===== src/rtl/pidc_pkg.sv =====
// Shared types and constants for the PI deadband/clamp controller.
// No dependencies; imported by the register file, the top level and the checker.
package pidc_pkg;

    localparam int DataW  = 16;               // amplitudes, gains, limits (Q4.12)
    localparam int FracW  = 12;               // fractional bits
    localparam int ErrW   = DataW + 1;        // signed error, Q5.12
    localparam int IntW   = DataW + 2;        // signed integral, Q6.12
    localparam int PropW  = DataW + 1 + ErrW; // prop product width
    localparam int IprodW = DataW + 1 + IntW; // integral product width
    localparam int AccW   = IprodW + 1;       // sum of both products
    localparam int AddrW  = 5;                // six registers at 4-byte spacing
    localparam int ApbW   = 32;

    typedef enum logic [2:0] {
        REG_TARGET_LEVEL = 3'd0,
        REG_PROP_GAIN    = 3'd1,
        REG_INTEG_GAIN   = 3'd2,
        REG_DEAD_BAND    = 3'd3,
        REG_INTEG_LIMIT  = 3'd4,
        REG_DRIVE_MAX    = 3'd5
    } reg_idx_t;

    typedef struct packed {
        logic [DataW-1:0] target_level;
        logic [DataW-1:0] prop_gain;
        logic [DataW-1:0] integ_gain;
        logic [DataW-1:0] dead_band;
        logic [DataW-1:0] integ_limit;
        logic [DataW-1:0] drive_max;
    } cfg_t;

    localparam logic [DataW-1:0] RstTargetLevel = 16'd9011;
    localparam logic [DataW-1:0] RstPropGain    = 16'd614;
    localparam logic [DataW-1:0] RstIntegGain   = 16'd205;
    localparam logic [DataW-1:0] RstDeadBand    = 16'd41;
    localparam logic [DataW-1:0] RstIntegLimit  = 16'd40960;
    localparam logic [DataW-1:0] RstDriveMax    = 16'd12288;

endpackage


===== src/rtl/pidc_regs.sv =====
// APB configuration registers for the PI controller.
// Depends on pidc_pkg for the register map and the cfg_t struct.
module pidc_regs
    import pidc_pkg::*;
(
    input  logic             clk,
    input  logic             rst_n,
    input  logic             psel,
    input  logic             penable,
    input  logic             pwrite,
    input  logic [AddrW-1:0] paddr,
    input  logic [ApbW-1:0]  pwdata,
    output logic [ApbW-1:0]  prdata,
    output logic             pready,
    output cfg_t             cfg
);

    cfg_t             cfg_reg;
    cfg_t             cfg_next;
    reg_idx_t         idx;
    logic             wr_en;
    logic [DataW-1:0] wval;
    logic [DataW-1:0] rval;

    // byte lanes below the word offset are ignored
    assign idx    = reg_idx_t'(paddr[AddrW-1:2]);
    assign wr_en  = psel && penable && pwrite;
    assign wval   = pwdata[DataW-1:0];
    assign pready = 1'b1;
    assign cfg    = cfg_reg;

    always_comb
    begin
        cfg_next = cfg_reg;
        if (wr_en)
        begin
            case (idx)
                REG_TARGET_LEVEL: cfg_next.target_level = wval;
                REG_PROP_GAIN:    cfg_next.prop_gain    = wval;
                REG_INTEG_GAIN:   cfg_next.integ_gain   = wval;
                REG_DEAD_BAND:    cfg_next.dead_band    = wval;
                REG_INTEG_LIMIT:  cfg_next.integ_limit  = wval;
                REG_DRIVE_MAX:    cfg_next.drive_max    = wval;
                default:          cfg_next = cfg_reg;
            endcase
        end
    end

    always_comb
    begin
        case (idx)
            REG_TARGET_LEVEL: rval = cfg_reg.target_level;
            REG_PROP_GAIN:    rval = cfg_reg.prop_gain;
            REG_INTEG_GAIN:   rval = cfg_reg.integ_gain;
            REG_DEAD_BAND:    rval = cfg_reg.dead_band;
            REG_INTEG_LIMIT:  rval = cfg_reg.integ_limit;
            REG_DRIVE_MAX:    rval = cfg_reg.drive_max;
            default:          rval = '0;
        endcase
    end

    assign prdata = {{(ApbW-DataW){1'b0}}, rval};

    always_ff @(posedge clk or negedge rst_n)
    begin
        if (!rst_n)
        begin
            cfg_reg.target_level <= RstTargetLevel;
            cfg_reg.prop_gain    <= RstPropGain;
            cfg_reg.integ_gain   <= RstIntegGain;
            cfg_reg.dead_band    <= RstDeadBand;
            cfg_reg.integ_limit  <= RstIntegLimit;
            cfg_reg.drive_max    <= RstDriveMax;
        end
        else
        begin
            cfg_reg <= cfg_next;
        end
    end

endmodule


===== src/rtl/pi_controller_deadband_clamp_unit.sv =====
// Top level of the PI controller with integration deadband and anti-windup clamp.
// Depends on pidc_pkg and pidc_regs.
// Pipeline: input reg -> integral/error reg -> product reg -> result reg.
// Throughput: one beat per cycle while m_tready holds; each stage holds one beat, four in flight.
// The integral register is the only loop: one add and clamp per cycle, when a beat advances into stage 1.
// Reset: valids and integral cleared, registers to their defaults.
module pi_controller_deadband_clamp_unit
    import pidc_pkg::*;
(
    input  logic             clk,
    input  logic             rst_n,
    // APB configuration
    input  logic             psel,
    input  logic             penable,
    input  logic             pwrite,
    input  logic [AddrW-1:0] paddr,
    input  logic [ApbW-1:0]  pwdata,
    output logic [ApbW-1:0]  prdata,
    output logic             pready,
    // sample stream
    input  logic             s_tvalid,
    output logic             s_tready,
    input  logic [DataW-1:0] s_tdata,   // [15:0] sample_level
    // drive stream
    output logic             m_tvalid,
    input  logic             m_tready,
    output logic [DataW-1:0] m_tdata,   // [15:0] drive_level
    output logic             m_tuser    // [0] drive_clamped
);

    cfg_t cfg;

    pidc_regs u_regs (
        .clk     (clk),
        .rst_n   (rst_n),
        .psel    (psel),
        .penable (penable),
        .pwrite  (pwrite),
        .paddr   (paddr),
        .pwdata  (pwdata),
        .prdata  (prdata),
        .pready  (pready),
        .cfg     (cfg)
    );

    // stage valids and per-stage flow
    logic s0_valid_reg, s1_valid_reg, s2_valid_reg, out_valid_reg;
    logic s0_free, s1_free, s2_free, out_free;

    assign out_free = !out_valid_reg || m_tready;
    assign s2_free  = !s2_valid_reg  || out_free;
    assign s1_free  = !s1_valid_reg  || s2_free;
    assign s0_free  = !s0_valid_reg  || s1_free;
    assign s_tready = s0_free;

    // stage 0: input register
    logic [DataW-1:0] sample_reg;

    // stage 1: error and integral update
    logic signed [ErrW-1:0] err;
    logic        [ErrW-1:0] err_mag;
    logic signed [IntW-1:0] integ_sum_reg;
    logic signed [IntW-1:0] integ_sum_next;
    logic signed [IntW-1:0] integ_raw;
    logic signed [IntW-1:0] lim_pos;
    logic signed [IntW-1:0] lim_neg;
    logic signed [ErrW-1:0] err_reg;
    logic signed [IntW-1:0] integ_s1_reg;

    assign err     = $signed({1'b0, cfg.target_level}) - $signed({1'b0, sample_reg});
    assign err_mag = err[ErrW-1] ? ErrW'(-err) : err;
    assign lim_pos = $signed({2'b00, cfg.integ_limit});
    assign lim_neg = -lim_pos;

    always_comb
    begin
        integ_raw = integ_sum_reg;
        // strictly greater: an error on the deadband edge does not integrate
        if (err_mag > {1'b0, cfg.dead_band})
        begin
            integ_raw = integ_sum_reg + IntW'(err);
        end
        // clamp applies on every beat, so a lowered limit takes effect at once
        if (integ_raw > lim_pos)
        begin
            integ_sum_next = lim_pos;
        end
        else if (integ_raw < lim_neg)
        begin
            integ_sum_next = lim_neg;
        end
        else
        begin
            integ_sum_next = integ_raw;
        end
    end

    // stage 2: products
    logic signed [PropW-1:0]  prop_prod;
    logic signed [IprodW-1:0] integ_prod;
    logic signed [PropW-1:0]  prop_prod_reg;
    logic signed [IprodW-1:0] integ_prod_reg;

    assign prop_prod  = $signed({1'b0, cfg.prop_gain}) * err_reg;
    assign integ_prod = $signed({1'b0, cfg.integ_gain}) * integ_s1_reg;

    // stage 3: sum, shift, output clamp
    logic signed [AccW-1:0]       acc;
    logic        [AccW-FracW-2:0] acc_shr;
    logic        [DataW-1:0]      drive_next;
    logic                         clamped_next;
    logic        [DataW-1:0]      drive_reg;
    logic                         clamped_reg;

    assign acc     = AccW'(prop_prod_reg) + AccW'(integ_prod_reg);
    assign acc_shr = acc[AccW-2:FracW];

    always_comb
    begin
        if (acc[AccW-1])
        begin
            drive_next   = '0;
            clamped_next = 1'b1;
        end
        else if (acc_shr > (AccW-FracW-1)'(cfg.drive_max))
        begin
            drive_next   = cfg.drive_max;
            clamped_next = 1'b1;
        end
        else
        begin
            drive_next   = acc_shr[DataW-1:0];
            clamped_next = 1'b0;
        end
    end

    // control
    always_ff @(posedge clk or negedge rst_n)
    begin
        if (!rst_n)
        begin
            s0_valid_reg  <= 1'b0;
            s1_valid_reg  <= 1'b0;
            s2_valid_reg  <= 1'b0;
            out_valid_reg <= 1'b0;
            integ_sum_reg <= '0;
        end
        else
        begin
            if (s0_free)
            begin
                s0_valid_reg <= s_tvalid;
            end
            if (s1_free)
            begin
                s1_valid_reg <= s0_valid_reg;
                if (s0_valid_reg)
                begin
                    integ_sum_reg <= integ_sum_next;
                end
            end
            if (s2_free)
            begin
                s2_valid_reg <= s1_valid_reg;
            end
            if (out_free)
            begin
                out_valid_reg <= s2_valid_reg;
            end
        end
    end

    // payload
    always_ff @(posedge clk)
    begin
        if (s0_free && s_tvalid)
        begin
            sample_reg <= s_tdata;
        end
        if (s1_free && s0_valid_reg)
        begin
            err_reg      <= err;
            integ_s1_reg <= integ_sum_next;
        end
        if (s2_free && s1_valid_reg)
        begin
            prop_prod_reg  <= prop_prod;
            integ_prod_reg <= integ_prod;
        end
        if (out_free && s2_valid_reg)
        begin
            drive_reg   <= drive_next;
            clamped_reg <= clamped_next;
        end
    end

    assign m_tvalid = out_valid_reg;
    assign m_tdata  = drive_reg;
    assign m_tuser  = clamped_reg;

endmodule


===== config.mk =====
export PLATFORM = sky130hd
export DESIGN_NAME = pi_controller_deadband_clamp_unit
export DESIGN_NICKNAME = d
export VERILOG_FILES = /design/src/rtl/pidc_pkg.sv /design/src/rtl/pidc_regs.sv /design/src/rtl/pi_controller_deadband_clamp_unit.sv
export SDC_FILE = /design/constraint.sdc
export NUM_CORES = 2
export LEC_CHECK = 0
export BUFFER_PORTS_ARGS = -buffer_cell sky130_fd_sc_hd__buf_2
export CAP_MARGIN = 25
export CORE_MARGIN = 1.5
export CORE_UTILIZATION = 50
export CTS_BUF_LIST = sky130_fd_sc_hd__clkbuf_8
export DETAILED_ROUTE_END_ITERATION = 12
export PLACE_DENSITY = 0.66
export REMOVE_ABC_BUFFERS = 1
export SYNTH_ARGS = -nofsm -noshare
export SYNTH_HDL_FRONTEND = slang
export SYNTH_HIERARCHICAL = 1
export SYNTH_SLANG_ARGS = --single-unit

===== constraint.sdc =====
create_clock -name clk -period 22.5 [get_ports clk]
set_input_delay 2.25 -clock clk [delete_from_list [all_inputs] [get_ports clk]]
set_output_delay 2.25 -clock clk [all_outputs]
set_load 0.02 [all_outputs]

==> flow_metrics.py <==
metrics = {
    "sta": {
        "worst_pin_slew_ns": 1.08,
        "timing.final.crit_share_pct": 39.9,
        "fin_tns_setup_ns": 0,
        "rsz0062_at_grt": "false",
        "drv_slew": 0,
        "fmax_ghz": 0.111,
        "setup-violations-final": 0,
        "period_needed_ns": 8.97,
        "hold_viol_final": 0,
        "relSlewSlack_pct": 27.9,
        "skew_ns": 0.0541,
    },
    "routing": {
        "dr.first_iter.drc_count": 1603,
        "drt_first_pass_iters": 7,
        "vias_per_cell": 5.44,
        "wl_per_cell_um": 19.6,
        "drc": 0,
        "route.vias.total": 25281,
        "wirelength_um": 90900,
        "antenna_left": 0,
    },
    "floorplanning": {
        "core-area_um2": 70300,
        "die_h_um": 270,
        "num_rows": 97,
        "die-area_um2": 72700,
        "die-width_um": 270,
        "io_pins": 112,
        "start_util_pct": 50.6,
    },
    "hold_path": {
        "min_to": "s1_valid_reg",
        "min-delay-start": "s0_valid_reg",
        "min_path_type": "register to register",
        "hold_depth": 1,
    },
    "worst_setup_path": {
        "setup.worst_path.start_class": "register",
        "rr_worst_depth": 35,
        "slowest_stage": "or4b_4",
        "r2r_end": "integ_sum_reg[13]",
        "r2r_start": "u_regs/cfg[80]",
        "r2r_slack_ns": 13.53,
        "critical_path_required_ns": 23.09,
        "critical_path_arrival_ns": 9.56,
        "cp_max_fo": 32,
        "crit_path_frequent_cell": "o21a_1",
        "worstSetupPathType": "register to register",
        "crit_path_end_kind": "register",
        "max_stage_delay_ns": 0.71,
    },
    "clock_tree": {
        "clk_pin_slew_ns": 0.06,
        "cts_resized": 0,
        "cts_tree": "built",
        "cts.sinks": 255,
        "cts-hold-fix-buffers": 0,
        "postCtsSetupBuffers": 0,
        "clock_latency_ns": 0.66,
        "cts_buffers": 47,
        "htree_levels": 2,
        "cts_root_buf": "clkbuf_8",
        "cts_buffer_depth": 3,
    },
    "logic_synthesis": {
        "yosys_register_bits": 255,
        "async_reset_ff_share_pct": 46.3,
        "dominantRegCellSynth": "edfxtp_1",
        "synth-edff-count": 137,
        "synth_warnings": 6,
        "synthDistinctLibCells": 89,
        "syn_area_um2": 35600,
        "seq_area_frac_synth_pct": 20.0,
        "syn_area_per_cell_um2": 9.79,
        "netlist_instances": 3634,
    },
    "layout": {
        "largest_register_ffs": 96,
        "filler_cell_count": 6350,
        "final_nets": 4577,
        "final_common_cell": "inv_1",
        "drive_gt1_share_pct": 8.15,
        "syn_to_final_growth_pct": 6.18,
        "final_cell_mix": "inv_1, fa_1, nand2_1",
    },
    "global_routing": {
        "grt_max_degree": 73,
        "overflow": 0,
        "grt_usage_pct": 25.7,
        "grt_pass1_wl_um": 145000,
        "grt_pass1_vias": 26018,
        "antenna_found_initial": 9,
    },
    "placement": {
        "dp_hpwl_um": 72000,
        "place_congestion": 0.891,
        "io_buffers": 76,
    },
    "run": {
        "maxCapViolations": 0,
    },
    "run_status": {
        "outcome": "complete, no violations",
    },
}
==> cells in the mapped netlist (33+ instances only) <==
| cell | count | share of area (%) |
|---|---|---|
| inv_1 | 674 | 7.1 |
| fa_1 | 504 | 28 |
| nand2_1 | 384 | 4.1 |
| ha_1 | 347 | 12 |
| and2_1 | 249 | 4.4 |
| edfxtp_1 | 137 | 12 |
| nor2_1 | 131 | 1.4 |
| a21oi_1 | 102 | 1.4 |
| clkbuf_1 | 95 | 1.0 |
| dfrtp_1 | 94 | 6.6 |
| o21ai_0 | 92 | 1.3 |
| xnor2_1 | 88 | 2.2 |
| mux2_2 | 70 | 2.2 |
| mux2i_1 | 60 | 1.7 |
| mux2_1 | 50 | 1.6 |
| nand2b_1 | 42 | 0.74 |
| nand3_1 | 34 | 0.48 |
| a21o_1 | 33 | 0.70 |
| nor3_1 | 33 | 0.46 |
| o21a_1 | 33 | 0.70 |
==> worst max-delay path, delay by kind of cell, from the launching register on <==
family | cells | cell delay, ns
compound gates | 19 | 3.94
buf+inv | 2 | 0.29
simple gates | 7 | 2.12
mux | 2 | 0.64
fa+ha+maj | 4 | 1.28
xor+xnor | 1 | 0.10
flops | 1 | 0.54
==> metal layers <==
| layer | routed length, µm | up-vias | global-route usage (%) |
|---|---|---|---|
| met5 | 23 | - | 0 |
| met4 | 2490 | 4 | 7.26 |
| met3 | 7990 | 141 | 6.43 |
| met2 | 40400 | 855 | 40.3 |
| met1 | 40000 | 12564 | 35.4 |
| li1 | - | 11717 | - |
==> layout make-up <==
class	instances	area [µm²]	share of cell area [%]
clock buffer	52	716	1.90
multi-input combinational	2588	25400	67.2
clock inverter	35	249	0.659
inverter	675	2530	6.71
antenna	1	2.50	0.00663
sequential	255	7100	18.8
tap	940	1180	3.11
timing repair buffer	99	616	1.63
==> how the worst max path moves through the flow <==
stage                     cells past startpoint            from                 to
final                                        35  u_regs/cfg[80]  integ_sum_reg[13]
after global routing                         35  u_regs/cfg[80]  integ_sum_reg[13]
after CTS                                    34  u_regs/cfg[80]   integ_sum_reg[2]
after detailed placement                     34  u_regs/cfg[80]  integ_sum_reg[13]
after global placement                       33  u_regs/cfg[80]   integ_sum_reg[3]
after floorplan                              33  u_regs/cfg[80]   integ_sum_reg[3]
==> metrics by stage <==
step / instances / hold WS (ns) / instance area, µm² / util, % / worst slack [ns]
detailed placement: 4555 / 0.493 / 36700 / 52.3 / 13.20
global placement: 4552 / 0.491 / 36700 / 52.2 / 13.29
CTS: 4642 / 0.511 / 37700 / 53.7 / 13.20
finish: 4645 / 0.507 / 37800 / 53.7 / 13.53
global route: 4644 / 0.539 / 37800 / 53.7 / 13.12
floorplan: 3518 / 0.457 / 35000 / - / 14.66
==> cells by family (layout without fill, tap and decap cells) <==
| logic type | after synthesis | after routing | share of synthesized area, % |
|---|---|---|---|
| adder cells (fa/ha/maj) | 852 | 852 | 40.6 |
| other | 2 | 18 | 0.0211 |
| buffers and inverters | 806 | 861 | 8.90 |
| AND/OR/NAND/NOR | 1001 | 1001 | 14.2 |
| XOR/XNOR | 116 | 116 | 2.86 |
| flip-flops | 255 | 255 | 20.0 |
| multiplexers | 186 | 186 | 5.73 |
| AO/OA/AOI/OAI | 416 | 416 | 7.74 |
Power is not shown: default switching activity piles up to over one toggle a cycle in this logic, so the estimate is an artifact.
